`src/rtl/ntps_pkg.sv`:
```
// ============================================================================
// ntps_pkg
// Shared types, constants and helpers for the neighbor table parent select
// engine.
// ============================================================================
package ntps_pkg;

    // Table geometry.
    localparam int TABLE_ENTRIES = 16;
    localparam int IDX_W         = (TABLE_ENTRIES > 1) ? $clog2(TABLE_ENTRIES) : 1;
    localparam int SLOT_W        = 6;

    // Channel window in the channel mask (bit c names channel c).
    localparam int CHAN_FIRST = 11;
    localparam int CHAN_LAST  = 26;
    localparam int CHAN_COUNT = CHAN_LAST - CHAN_FIRST + 1;
    localparam int CHAN_W     = 5;

    // Command codes.
    localparam logic CMD_INSERT = 1'b0;
    localparam logic CMD_SELECT = 1'b1;

    // Status codes.
    localparam logic [2:0] STAT_INSERTED = 3'd0;
    localparam logic [2:0] STAT_PRESENT  = 3'd1;
    localparam logic [2:0] STAT_FULL     = 3'd2;
    localparam logic [2:0] STAT_FOUND    = 3'd3;
    localparam logic [2:0] STAT_NONE     = 3'd4;

    // One table entry as stored in the RAM.
    typedef struct packed {
        logic [7:0]  quality;
        logic [15:0] pan;
        logic [15:0] address;
    } entry_t;

    localparam int ENTRY_W = $bits(entry_t);

    typedef enum logic [1:0] {
        S_IDLE,
        S_SCAN,
        S_DRAIN,
        S_DONE
    } state_t;

    // Lowest channel whose bit is set in the channel window, zero if none.
    function automatic logic [CHAN_W-1:0] lowest_channel(
        input logic [CHAN_COUNT-1:0] bits
    );
        logic [CHAN_W-1:0] ch;
        ch = '0;
        for (int i = CHAN_COUNT - 1; i >= 0; i--) begin
            if (bits[i])
            begin
                ch = CHAN_W'(CHAN_FIRST + i);
            end
        end
        return ch;
    endfunction

endpackage

```
`src/rtl/ntps_ram.sv`:
```
// ============================================================================
// ntps_ram
// Generic single-write, single-read RAM with a registered read port.
// ============================================================================
module ntps_ram #(
    parameter int WIDTH = 8,
    parameter int DEPTH = 16
) (
    input  logic                                   clk,
    input  logic                                   wr_en,
    input  logic [((DEPTH > 1) ? $clog2(DEPTH) : 1)-1:0] wr_addr,
    input  logic [WIDTH-1:0]                       wr_data,
    input  logic                                   rd_en,
    input  logic [((DEPTH > 1) ? $clog2(DEPTH) : 1)-1:0] rd_addr,
    output logic [WIDTH-1:0]                       rd_data
);

    logic [WIDTH-1:0] mem [DEPTH];

    always_ff @(posedge clk)
    begin
        if (wr_en)
        begin
            mem[wr_addr] <= wr_data;
        end
        if (rd_en)
        begin
            rd_data <= mem[rd_addr];
        end
    end

endmodule

```
`src/rtl/neighbor_table_parent_select_core.sv`:
```
// ============================================================================
// neighbor_table_parent_select_core
// Neighbor table engine: beacon insert and best-link-quality parent select.
// ============================================================================
// Every command item walks the whole neighbor table, which lives in one RAM
// with a registered read port. One entry is read per cycle. An item is taken
// in the idle state; the scan state then reads each entry in turn, the drain
// state waits for the last read data to come back, and the done state writes
// the new entry and loads the result into the output register. The done
// state waits while the output register holds a result that is not taken.
// A new item is accepted as soon as the engine is back in idle, even while
// the previous result still waits in the output register. A per-entry valid
// bit, cleared at reset, makes never-written entries read as empty (all
// zero), so no clearing pass follows reset.
// ============================================================================
module neighbor_table_parent_select_core
    import ntps_pkg::*;
(
    input  logic        clk,
    input  logic        rst_n,
    // Command items.
    input  logic        s_axis_tvalid,
    output logic        s_axis_tready,
    // tdata, low bit up: short_address[15:0], pan_id[31:16],
    // link_quality[39:32], channel_mask[71:40].
    input  logic [71:0] s_axis_tdata,
    // tuser: command[0].
    input  logic [0:0]  s_axis_tuser,
    // Result items.
    output logic        m_axis_tvalid,
    input  logic        m_axis_tready,
    // tdata, low bit up: parent_address[15:0], parent_slot[21:16],
    // join_channel[26:22], zero fill [31:27].
    output logic [31:0] m_axis_tdata,
    // tuser: status[2:0].
    output logic [2:0]  m_axis_tuser
);

    localparam logic [IDX_W-1:0] LAST_IDX = IDX_W'(TABLE_ENTRIES - 1);

    // Control flow.
    state_t state_reg, state_next;
    logic [IDX_W-1:0] idx_reg, idx_next;
    logic proc_vld_reg, proc_vld_next;
    logic [IDX_W-1:0] proc_idx_reg, proc_idx_next;
    logic [TABLE_ENTRIES-1:0] vld_reg, vld_next;
    logic out_valid_reg, out_valid_next;

    // Command held for the duration of the scan.
    logic cmd_reg, cmd_next;
    logic [15:0] addr_reg, addr_next;
    logic [15:0] pan_reg, pan_next;
    logic [7:0] lqi_reg, lqi_next;
    logic [CHAN_COUNT-1:0] mask_reg, mask_next;

    // Scan accumulators. For an insert, found marks the first free slot; for
    // a select it marks the best candidate so far.
    logic present_reg, present_next;
    logic found_reg, found_next;
    logic [IDX_W-1:0] slot_reg, slot_next;
    logic [15:0] best_addr_reg, best_addr_next;
    logic [7:0] best_lqi_reg, best_lqi_next;

    // Output register.
    logic [2:0] out_status_reg, out_status_next;
    logic [15:0] out_addr_reg, out_addr_next;
    logic [SLOT_W-1:0] out_slot_reg, out_slot_next;
    logic [CHAN_W-1:0] out_chan_reg, out_chan_next;

    // Control strobes.
    logic accept;
    logic rd_en;
    logic load_out;
    logic wr_en;

    // RAM side.
    entry_t rd_data;
    entry_t wr_data;
    entry_t cur;

    ntps_ram #(
        .WIDTH (ENTRY_W),
        .DEPTH (TABLE_ENTRIES)
    ) u_table (
        .clk     (clk),
        .wr_en   (wr_en),
        .wr_addr (slot_reg),
        .wr_data (wr_data),
        .rd_en   (rd_en),
        .rd_addr (idx_reg),
        .rd_data (rd_data)
    );

    assign wr_data = '{quality: lqi_reg, pan: pan_reg, address: addr_reg};

    // An entry that was never written reads as empty.
    assign cur = vld_reg[proc_idx_reg] ? rd_data : '0;

    // Next state.
    always_comb
    begin
        state_next = state_reg;
        unique case (state_reg)
            S_IDLE:
            begin
                if (s_axis_tvalid)
                begin
                    state_next = S_SCAN;
                end
            end
            S_SCAN:
            begin
                if (idx_reg == LAST_IDX)
                begin
                    state_next = S_DRAIN;
                end
            end
            S_DRAIN:
            begin
                state_next = S_DONE;
            end
            S_DONE:
            begin
                if (!out_valid_reg || m_axis_tready)
                begin
                    state_next = S_IDLE;
                end
            end
            default:
            begin
                state_next = S_IDLE;
            end
        endcase
    end

    // Control outputs of the state machine.
    always_comb
    begin
        s_axis_tready = 1'b0;
        rd_en         = 1'b0;
        load_out      = 1'b0;
        unique case (state_reg)
            S_IDLE:
            begin
                s_axis_tready = 1'b1;
            end
            S_SCAN:
            begin
                rd_en = 1'b1;
            end
            S_DRAIN:
            begin
            end
            S_DONE:
            begin
                load_out = !out_valid_reg || m_axis_tready;
            end
            default:
            begin
            end
        endcase
    end

    assign accept = s_axis_tvalid && s_axis_tready;
    assign wr_en  = load_out && (cmd_reg == CMD_INSERT) && !present_reg && found_reg;

    // Datapath.
    always_comb
    begin
        idx_next       = idx_reg;
        proc_vld_next  = rd_en;
        proc_idx_next  = idx_reg;
        vld_next       = vld_reg;
        out_valid_next = out_valid_reg;

        cmd_next  = cmd_reg;
        addr_next = addr_reg;
        pan_next  = pan_reg;
        lqi_next  = lqi_reg;
        mask_next = mask_reg;

        present_next   = present_reg;
        found_next     = found_reg;
        slot_next      = slot_reg;
        best_addr_next = best_addr_reg;
        best_lqi_next  = best_lqi_reg;

        out_status_next = out_status_reg;
        out_addr_next   = out_addr_reg;
        out_slot_next   = out_slot_reg;
        out_chan_next   = out_chan_reg;

        if (accept)
        begin
            cmd_next       = s_axis_tuser[0];
            addr_next      = s_axis_tdata[15:0];
            pan_next       = s_axis_tdata[31:16];
            lqi_next       = s_axis_tdata[39:32];
            mask_next      = s_axis_tdata[40 + CHAN_LAST:40 + CHAN_FIRST];
            idx_next       = '0;
            present_next   = 1'b0;
            found_next     = 1'b0;
            slot_next      = '0;
            best_addr_next = '0;
            best_lqi_next  = '0;
        end

        if (rd_en)
        begin
            idx_next = idx_reg + 1'b1;
        end

        // One entry of read data is folded in per cycle.
        if (proc_vld_reg)
        begin
            if (cmd_reg == CMD_INSERT)
            begin
                if (cur.address == addr_reg && cur.pan == pan_reg)
                begin
                    present_next = 1'b1;
                end
                if (!found_reg && cur.address == 16'd0)
                begin
                    found_next = 1'b1;
                    slot_next  = proc_idx_reg;
                end
            end
            else
            begin
                if (cur.pan != 16'd0 && cur.address != 16'd0 && cur.pan == pan_reg)
                begin
                    // Strictly greater, so the earliest entry keeps a tie.
                    if (!found_reg || best_lqi_reg < cur.quality)
                    begin
                        found_next     = 1'b1;
                        slot_next      = proc_idx_reg;
                        best_addr_next = cur.address;
                        best_lqi_next  = cur.quality;
                    end
                end
            end
        end

        if (wr_en)
        begin
            vld_next[slot_reg] = 1'b1;
        end

        if (m_axis_tready)
        begin
            out_valid_next = 1'b0;
        end

        if (load_out)
        begin
            out_valid_next = 1'b1;
            out_addr_next  = '0;
            out_slot_next  = '0;
            out_chan_next  = '0;
            if (cmd_reg == CMD_INSERT)
            begin
                if (present_reg)
                begin
                    out_status_next = STAT_PRESENT;
                end
                else if (!found_reg)
                begin
                    out_status_next = STAT_FULL;
                end
                else
                begin
                    out_status_next = STAT_INSERTED;
                    out_slot_next   = SLOT_W'(slot_reg);
                end
            end
            else
            begin
                out_chan_next = lowest_channel(mask_reg);
                if (found_reg)
                begin
                    out_status_next = STAT_FOUND;
                    out_addr_next   = best_addr_reg;
                    out_slot_next   = SLOT_W'(slot_reg);
                end
                else
                begin
                    out_status_next = STAT_NONE;
                end
            end
        end
    end

    // Control registers.
    always_ff @(posedge clk or negedge rst_n)
    begin
        if (!rst_n)
        begin
            state_reg     <= S_IDLE;
            idx_reg       <= '0;
            proc_vld_reg  <= 1'b0;
            vld_reg       <= '0;
            out_valid_reg <= 1'b0;
        end
        else
        begin
            state_reg     <= state_next;
            idx_reg       <= idx_next;
            proc_vld_reg  <= proc_vld_next;
            vld_reg       <= vld_next;
            out_valid_reg <= out_valid_next;
        end
    end

    // Payload registers.
    always_ff @(posedge clk)
    begin
        proc_idx_reg   <= proc_idx_next;
        cmd_reg        <= cmd_next;
        addr_reg       <= addr_next;
        pan_reg        <= pan_next;
        lqi_reg        <= lqi_next;
        mask_reg       <= mask_next;
        present_reg    <= present_next;
        found_reg      <= found_next;
        slot_reg       <= slot_next;
        best_addr_reg  <= best_addr_next;
        best_lqi_reg   <= best_lqi_next;
        out_status_reg <= out_status_next;
        out_addr_reg   <= out_addr_next;
        out_slot_reg   <= out_slot_next;
        out_chan_reg   <= out_chan_next;
    end

    assign m_axis_tvalid = out_valid_reg;
    assign m_axis_tuser  = out_status_reg;
    assign m_axis_tdata  = {5'd0, out_chan_reg, out_slot_reg, out_addr_reg};

endmodule

```
`config.mk`:
```
export PLATFORM = sky130hd
export DESIGN_NAME = neighbor_table_parent_select_core
export DESIGN_NICKNAME = d
export VERILOG_FILES = /design/src/rtl/ntps_pkg.sv /design/src/rtl/ntps_ram.sv /design/src/rtl/neighbor_table_parent_select_core.sv
export SDC_FILE = /design/constraint.sdc
export NUM_CORES = 1
export LEC_CHECK = 0
export ABC_AREA = 1
export BUFFER_PORTS_ARGS = -buffer_cell sky130_fd_sc_hd__buf_4
export CAP_MARGIN = 20
export CORE_ASPECT_RATIO = 2
export CORE_MARGIN = 2
export CORE_UTILIZATION = 60
export DETAILED_ROUTE_END_ITERATION = 6
export GPL_TIMING_DRIVEN = 1
export HOLD_SLACK_MARGIN = 0.03
export PLACE_DENSITY = 0.74
export SYNTH_ARGS = -nofsm -noshare
export SYNTH_HDL_FRONTEND = slang
export SYNTH_SLANG_ARGS = --single-unit
```
`constraint.sdc`:
```
create_clock -name clk -period 4.25 [get_ports clk]
set_input_delay 0.2125 -clock clk [delete_from_list [all_inputs] [get_ports clk]]
set_output_delay 0.2125 -clock clk [all_outputs]
set_load 0.05 [all_outputs]
```
After elaboration in Yosys (flattened, before gate mapping)
Memory sizes are Yosys's and may differ from the RTL's. A register that Yosys moved wholly into a read port is not among the register bits.
Cells that the tools add are included.
- word-level logic and storage cells: 130
- input bits: 77
- register bits: 145
- bits in writable memories: 640
- memories kept: 1
- memory list (memory ; depth ; bits a word ; rd ports ; clocked after Yosys merged registers in ; wr ports ; line ; source):
    u_table.mem ; 16 ; 40 ; 1 ; 1 ; 1 ; ntps_ram.sv:18 ; logic [WIDTH-1:0] mem [DEPTH];
- reductions and logical operators: 24
- eq/ne operators: 9
- $lt $le $gt $ge: 4
- add/subtract/negate cells: 1
- multiplexer cells: 67
- bitwise logic cells: 2
- operators with widths (cell ; number):
    $mux 16 ; 5
    $mux 4 ; 15
    $mux 5 ; 11
    $mux 40 ; 1
    $mux 8 ; 5
    $eq 16x16->1 ; 2
    $reduce_bool 16->1 ; 2
    $mux 1 ; 19
    $logic_not 16->1 ; 1
    $or 16x16->16 ; 1
    $lt 4x5->1 const B ; 2
    $mux 2 ; 5
    $logic_and 1x1->1 ; 9
    $lt 8x8->1 ; 1
    $pmux 2 s4 ; 1
    $mux 3 ; 2
    $mux 6 ; 1
    $ne 2x2->1 const B ; 3
    $reduce_or 6->1 ; 1
    $add 4x1->4 const B ; 1
    $bmux 1 s4 ; 1
    $demux 1 s4 ; 1
    $eq 2x2->1 const B ; 2
    $eq 4x4->1 const B ; 1
    other kinds (10) ; 14

Depth between registers and ports, before layout
- word-level depth: 16
- gate-level depth with buffers: 25
- mapped depth without buffers: 20

Hierarchy
A second synthesis with hierarchy kept.
- cell total of the unflattened synthesis: 3363
- area total of the unflattened synthesis: 35315.1 sq um
- by module, submodules not included (module ; sequential area each (sq um) ; cells an instance ; instances ; area an instance (sq um)):
    ntps_ram ; 20419.6 ; 2643 ; 1 ; 28718.8
    neighbor_table_parent_select_core ; 3833.7 ; 720 ; 1 ; 6596.3

Worst setup path after synthesis
OpenSTA, ideal clock, no wires.
- kind: flip-flop to flip-flop
- start: reg out_valid_reg (netlist: m_axis_tvalid)
- end: mem u_table.mem[0][0] in the netlist's numbering, enable pin
- setup time: 438 ps
- setup slack: 654 ps
- path buffers: 0
- data arrival time: 3158 ps
- cell stages (with the launch flop): 6
- path through: dfrtp_1 -> nand2_1 -> nand2_1 -> nor4_1 -> nand3_1 -> nor2_1
- word-level cells in the longest chain between the ends: 8
- ends and longest elaborated chain (what ; line ; source):
    from (decl) ; neighbor_table_parent_select_core.sv:47 ; logic out_valid_reg, out_valid_next;
    from (signal assigned) ; neighbor_table_parent_select_core.sv:310 ; out_valid_reg <= out_valid_next;
    $logic_not 1->1 ; neighbor_table_parent_select_core.sv:156 ; load_out = !out_valid_reg || m_axis_tready;
    $logic_or 1x1->1 ; neighbor_table_parent_select_core.sv:156 ;
    $mux 1 ; neighbor_table_parent_select_core.sv:142 ; unique case (state_reg)
    $logic_and 1x1->1 (3 in series) ; neighbor_table_parent_select_core.sv:165 ; assign wr_en = load_out && (cmd_reg == CMD_INSERT) && !present_reg && found_reg;
    $mux 1 ; ntps_ram.sv:22 ; if (wr_en)
    $mux 1 (not written as such) ; ntps_ram.sv:24 ; mem[wr_addr] <= wr_data;
    to (decl) ; ntps_ram.sv:18 ;
No other way between the ends.

Worst setup path in the final report
- start: reg proc_idx_reg[0]
- end: reg best_lqi_reg[0]
- word-level cells in the longest chain between the ends: 9
- elaborated cells on any way between the ends: 14
- classes of those cells: order compare: 1; eq/ne: 1; mux: 7; reduce/logical: 5
- ends and longest elaborated chain (what ; line ; source):
    from (decl) ; neighbor_table_parent_select_core.sv:45 ; logic [IDX_W-1:0] proc_idx_reg, proc_idx_next;
    from (signal assigned) ; neighbor_table_parent_select_core.sv:317 ; proc_idx_reg <= proc_idx_next;
    $bmux 1 s4 * ; neighbor_table_parent_select_core.sv:97 ; assign cur = vld_reg[proc_idx_reg] ? rd_data : '0;
    $mux 1 (not written as such) * ; neighbor_table_parent_select_core.sv:97 ;
    $mux 40 * ; neighbor_table_parent_select_core.sv:97 ;
    $lt 8x8->1 or $reduce_bool 16->1 (tied branches) ; neighbor_table_parent_select_core.sv:233, neighbor_table_parent_select_core.sv:230 ;
    $logic_or 1x1->1 or $logic_and 1x1->1 (tied branches) ; neighbor_table_parent_select_core.sv:233, neighbor_table_parent_select_core.sv:230 ;
    $mux 8 or $logic_and 1x1->1 (tied branches) ; neighbor_table_parent_select_core.sv:233, neighbor_table_parent_select_core.sv:230 ;
    $mux 8 * ; neighbor_table_parent_select_core.sv:230 ; if (cur.pan != 16'd0 && cur.address != 16'd0 && cur.pan == pan_reg)
    $mux 8 * ; neighbor_table_parent_select_core.sv:216 ; if (cmd_reg == CMD_INSERT)
    $mux 8 * ; neighbor_table_parent_select_core.sv:214 ; if (proc_vld_reg)
    via best_lqi_next[0] ; neighbor_table_parent_select_core.sv:62 ; logic [7:0] best_lqi_reg, best_lqi_next;
    to (signal assigned) ; neighbor_table_parent_select_core.sv:327 ; best_lqi_reg <= best_lqi_next;
    to (decl) ; neighbor_table_parent_select_core.sv:62 ;
Mark *: on every way through the listed nets, which the timed path passes. The rest lies on a longest branch. The select of a mux whose other input is x is not followed.
A chain may end at the register's enable or synchronous reset.

==> flow_summary.toml <==
[run_status]
run_status = "completed"

[place]
gp_routability_congestion = 0.837
hpwl_um = 40900
pre_cts_slack_ns = 0.837
placed_cell_area_um2 = 34600
port_buffer_count = 90
dp.cells = 3098

[drt]
route.detailed.drc = 0
via_count_normalized_by_instance_count = 6.17
drt_pass1_iterations = 6
vias = 20200
wl_um = 77300
final_antenna_net_count = 0
routed_wire_length_per_instance_um = 23.6
drt_iter0_markers = 1986

[timing]
final-hold-violation-count = 0
setup_ws_ns = 0.794
final.hold.worst_slack_ns = 0.0645
rsz0062_at_grt = "false"
max_freq_mhz = 289
setup_viol = 0
timing.clock.skew_ns = 0.0202
fin_crit_sh_pct = 81.3
timing.max_slew.rel_slack_pct = 28.7
totalNegativeSetupSlack_ns = 0
drv_slew = 0
finalCriticalPeriod_ns = 3.46
actual_slew_at_the_worst_max_slew_pin_ns = 1.07

[critical_path]
worst_ep_arrival_time_ns = 3.98
ws_path_type = "flop to flop"
reg2regPathDepth = 17
worst_setup_path_start_kind = "flop"
r2r-end = "best_lqi_reg[0]$_DFF_P_"
timing.critical_path.from = "proc_idx_reg[0]$_DFF_P_"
cp.required_ns = 4.77
crit_path_end_kind = "flop"
cp_max_fo = 49
critical_path.reg2reg.startpoint = "proc_idx_reg[0]$_DFF_P_"
reg2reg_slack_ns = 0.79

[power_and_ir_drop]
cell_internal_pwr_mw = 15.8
ir_drop_mv = 0.472
totalPowerFinal_mw = 23.6
switching_share_pct = 33.1
powerDensity_nw_per_um2 = 628
power_leakage_nw = 13.5
share_comb_of_total_power_pct = 27.1
clkPwrFrac_pct = 27.9
seqPwrFrac_pct = 44.9
power.net_switching_mw = 7.82

[yosys]
synth.ff_latch_count = 823
syn-mean-instance-area_um2 = 13.6
largest_family_of_logic_cells_by_synthesized_area = "compound AO/OA/AOI/OAI gates"
synth_xor_area_share_pct = 0.239
ys.warnings.count = 0
yosysSeqAreaShare_pct = 73.5
synth_area_um2 = 33000
synth_mux_area_share_pct = 4.85
synth_adder_area_share_pct = 0.455
yosys.area_share.simple_pct = 5.60
synth_compound_gate_area_share_pct = 10.6
synthesis.instances = 2429
synth.distinct_cells = 41

[clock_network]
clk_path_buf_depth = 3
clkSinkCount = 823
cts.clk_slew.worst_paths_ns = 0.07
post-cts-setup-buffers = 0
cts_made_buffers = 69
post_cts_hold_buffer_count = 59
cts.htree.levels = 3
clkLatencyLatePin_ns = 0.60
tritoncts_clock_tree = "done"
cts_repair_resize_count = 0
cts_root_buffer = "sky130_fd_sc_hd__clkbuf_16"

[final_layout]
finish.cell_count_without_fillers = 3282
layout.nets = 2641
layout_top_registers = "u_table.mem: 640 flops, u_table.rd_data: 40 flops"
filler_cell_count = 3543
areaGrowthSynthToFinish_pct = 13.8
layout_common_cells = "sky130_fd_sc_hd__edfxtp_1 (765), sky130_fd_sc_hd__inv_1 (241), sky130_fd_sc_hd__o21ai_0 (227)"
antennaDiodeCount = 0
design_area_um2 = 37600
fin_util_pct = 69.1
largest_register_ff_count = 640
layout.cells.most_common = "sky130_fd_sc_hd__edfxtp_1"
final_layout_size_suffix_gt1_share_pct = 10.4
regMostFlops = "u_table.mem"

[global_route]
first_global_vias = 20300
grt_start_max_net_pins = 112
grt_first_pass_wirelength_um = 115000
grt.overflow.total = 0
antenna_found_initial = 0
grtUsageTotal_pct = 27.3

[die]
coreArea_um2 = 54400
rows = 121
fp.dieArea_um2 = 57000
die_x_um = 170
start_util_pct = 60.7
pin_count = 114
fp.dieH_um = 336

[hold_path]
timing.hold.worst.class = "input port to async pin"

[run]
max_cap_violations = 0
[power by group through the flow]
stage	combinational (mW)	sequential [mW]	clock (mW)
2_1_floorplan	4.54	10.5	0
3_3_place_gp	6.02	10.7	0
3_5_place_dp	6.26	10.8	0
4_1_cts	6.35	10.6	6.67
5_1_grt	6.99	10.7	6.96
6_report	6.40	10.6	6.59
[metal layers]
| metal | global-route usage, % | up-vias | wire, um |
|---|---|---|---|
| li1 | - | 9114 | - |
| met1 | 31.7 | 9990 | 28100 |
| met2 | 48.2 | 885 | 40200 |
| met3 | 4.29 | 253 | 4860 |
| met4 | 15.1 | 0 | 4200 |
| met5 | 0 | - | 0 |
[worst max-delay path by stage]
stage / to / slack [ns] / cells past startpoint
3_3_place_gp: found_reg$_DFF_P_ / 0.96 / 18
3_5_place_dp: found_reg$_DFF_P_ / 0.84 / 16
6_report: best_lqi_reg[0]$_DFF_P_ / 0.79 / 17
4_1_cts: found_reg$_DFF_P_ / 0.81 / 16
2_1_floorplan: u_table.mem[0][0]$_DFFE_PP_ / 0.65 / 5
5_1_grt: best_addr_reg[6]$_DFF_P_ / 0.45 / 17
[Yosys cell counts, drive strengths merged]
cell	n	area [um^2]
edfxtp	765	23000
o21ai	258	1310
inv	247	930
nand2	205	785
a21oi	172	861
o211ai	161	1210
mux2i	160	1600
nand3	119	626
clkbuf	99	372
nor2	86	330
buf	42	250
dfxtp	34	681
dfrtp	24	601
ha	12	150
o41ai	6	52.6
xnor2	6	52.6
nand4	5	31.3
nand3b	4	30.0
nor3	4	20.0
o22ai	4	25.0
xor2	3	26.3
a31oi	2	12.5
clkinv	2	7.51
nor4	2	12.5
or2	2	12.5
a211o	1	8.76
a211oi	1	7.51
a21boi	1	7.51
conb	1	3.75
o221ai	1	8.76
[critical path, stage by stage, from the launching register on]
cell                       delay (ns)
sky130_fd_sc_hd__dfxtp_1         0.59
sky130_fd_sc_hd__inv_4           0.12
sky130_fd_sc_hd__nand2_1         0.09
sky130_fd_sc_hd__nand3_1         0.06
sky130_fd_sc_hd__nand3_1         0.09
sky130_fd_sc_hd__nand3_1         0.08
sky130_fd_sc_hd__nand2_2         0.30
sky130_fd_sc_hd__nand2_1         0.17
sky130_fd_sc_hd__ha_1            0.34
sky130_fd_sc_hd__nand2_1         0.09
sky130_fd_sc_hd__nor2_1          0.12
sky130_fd_sc_hd__a211oi_1        0.06
sky130_fd_sc_hd__nand2_1         0.21
sky130_fd_sc_hd__nand2_1         0.19
sky130_fd_sc_hd__nand3_2         0.11
sky130_fd_sc_hd__buf_4           0.43
sky130_fd_sc_hd__nand3_1         0.17
sky130_fd_sc_hd__o21ai_2         0.08
[layout make-up]
| type | count | area, um^2 | share of cell area (%) |
|---|---|---|---|
| flip-flops and latches | 823 | 24300 | 64.6 |
| inverters | 249 | 942 | 2.51 |
| repair buffers | 187 | 1830 | 4.86 |
| clock inverters | 31 | 424 | 1.13 |
| multi-input cells | 1222 | 7330 | 19.5 |
| well taps | 676 | 846 | 2.25 |
| clock buffers | 94 | 1930 | 5.13 |
[kinds of logic (layout without fill, tap and decap cells)]
| family | Yosys count | count (layout) |
|---|---|---|
| xor gates and xnor gates | 9 | 9 |
| AOI/OAI and AO/OA | 607 | 607 |
| adders and majority gates | 12 | 12 |
| and+or+nand+nor | 427 | 427 |
| muxes | 160 | 160 |
| DFF | 823 | 823 |
| other | 1 | 7 |
| buffers and inverters | 390 | 561 |
Power figures use the tool's default switching activity.
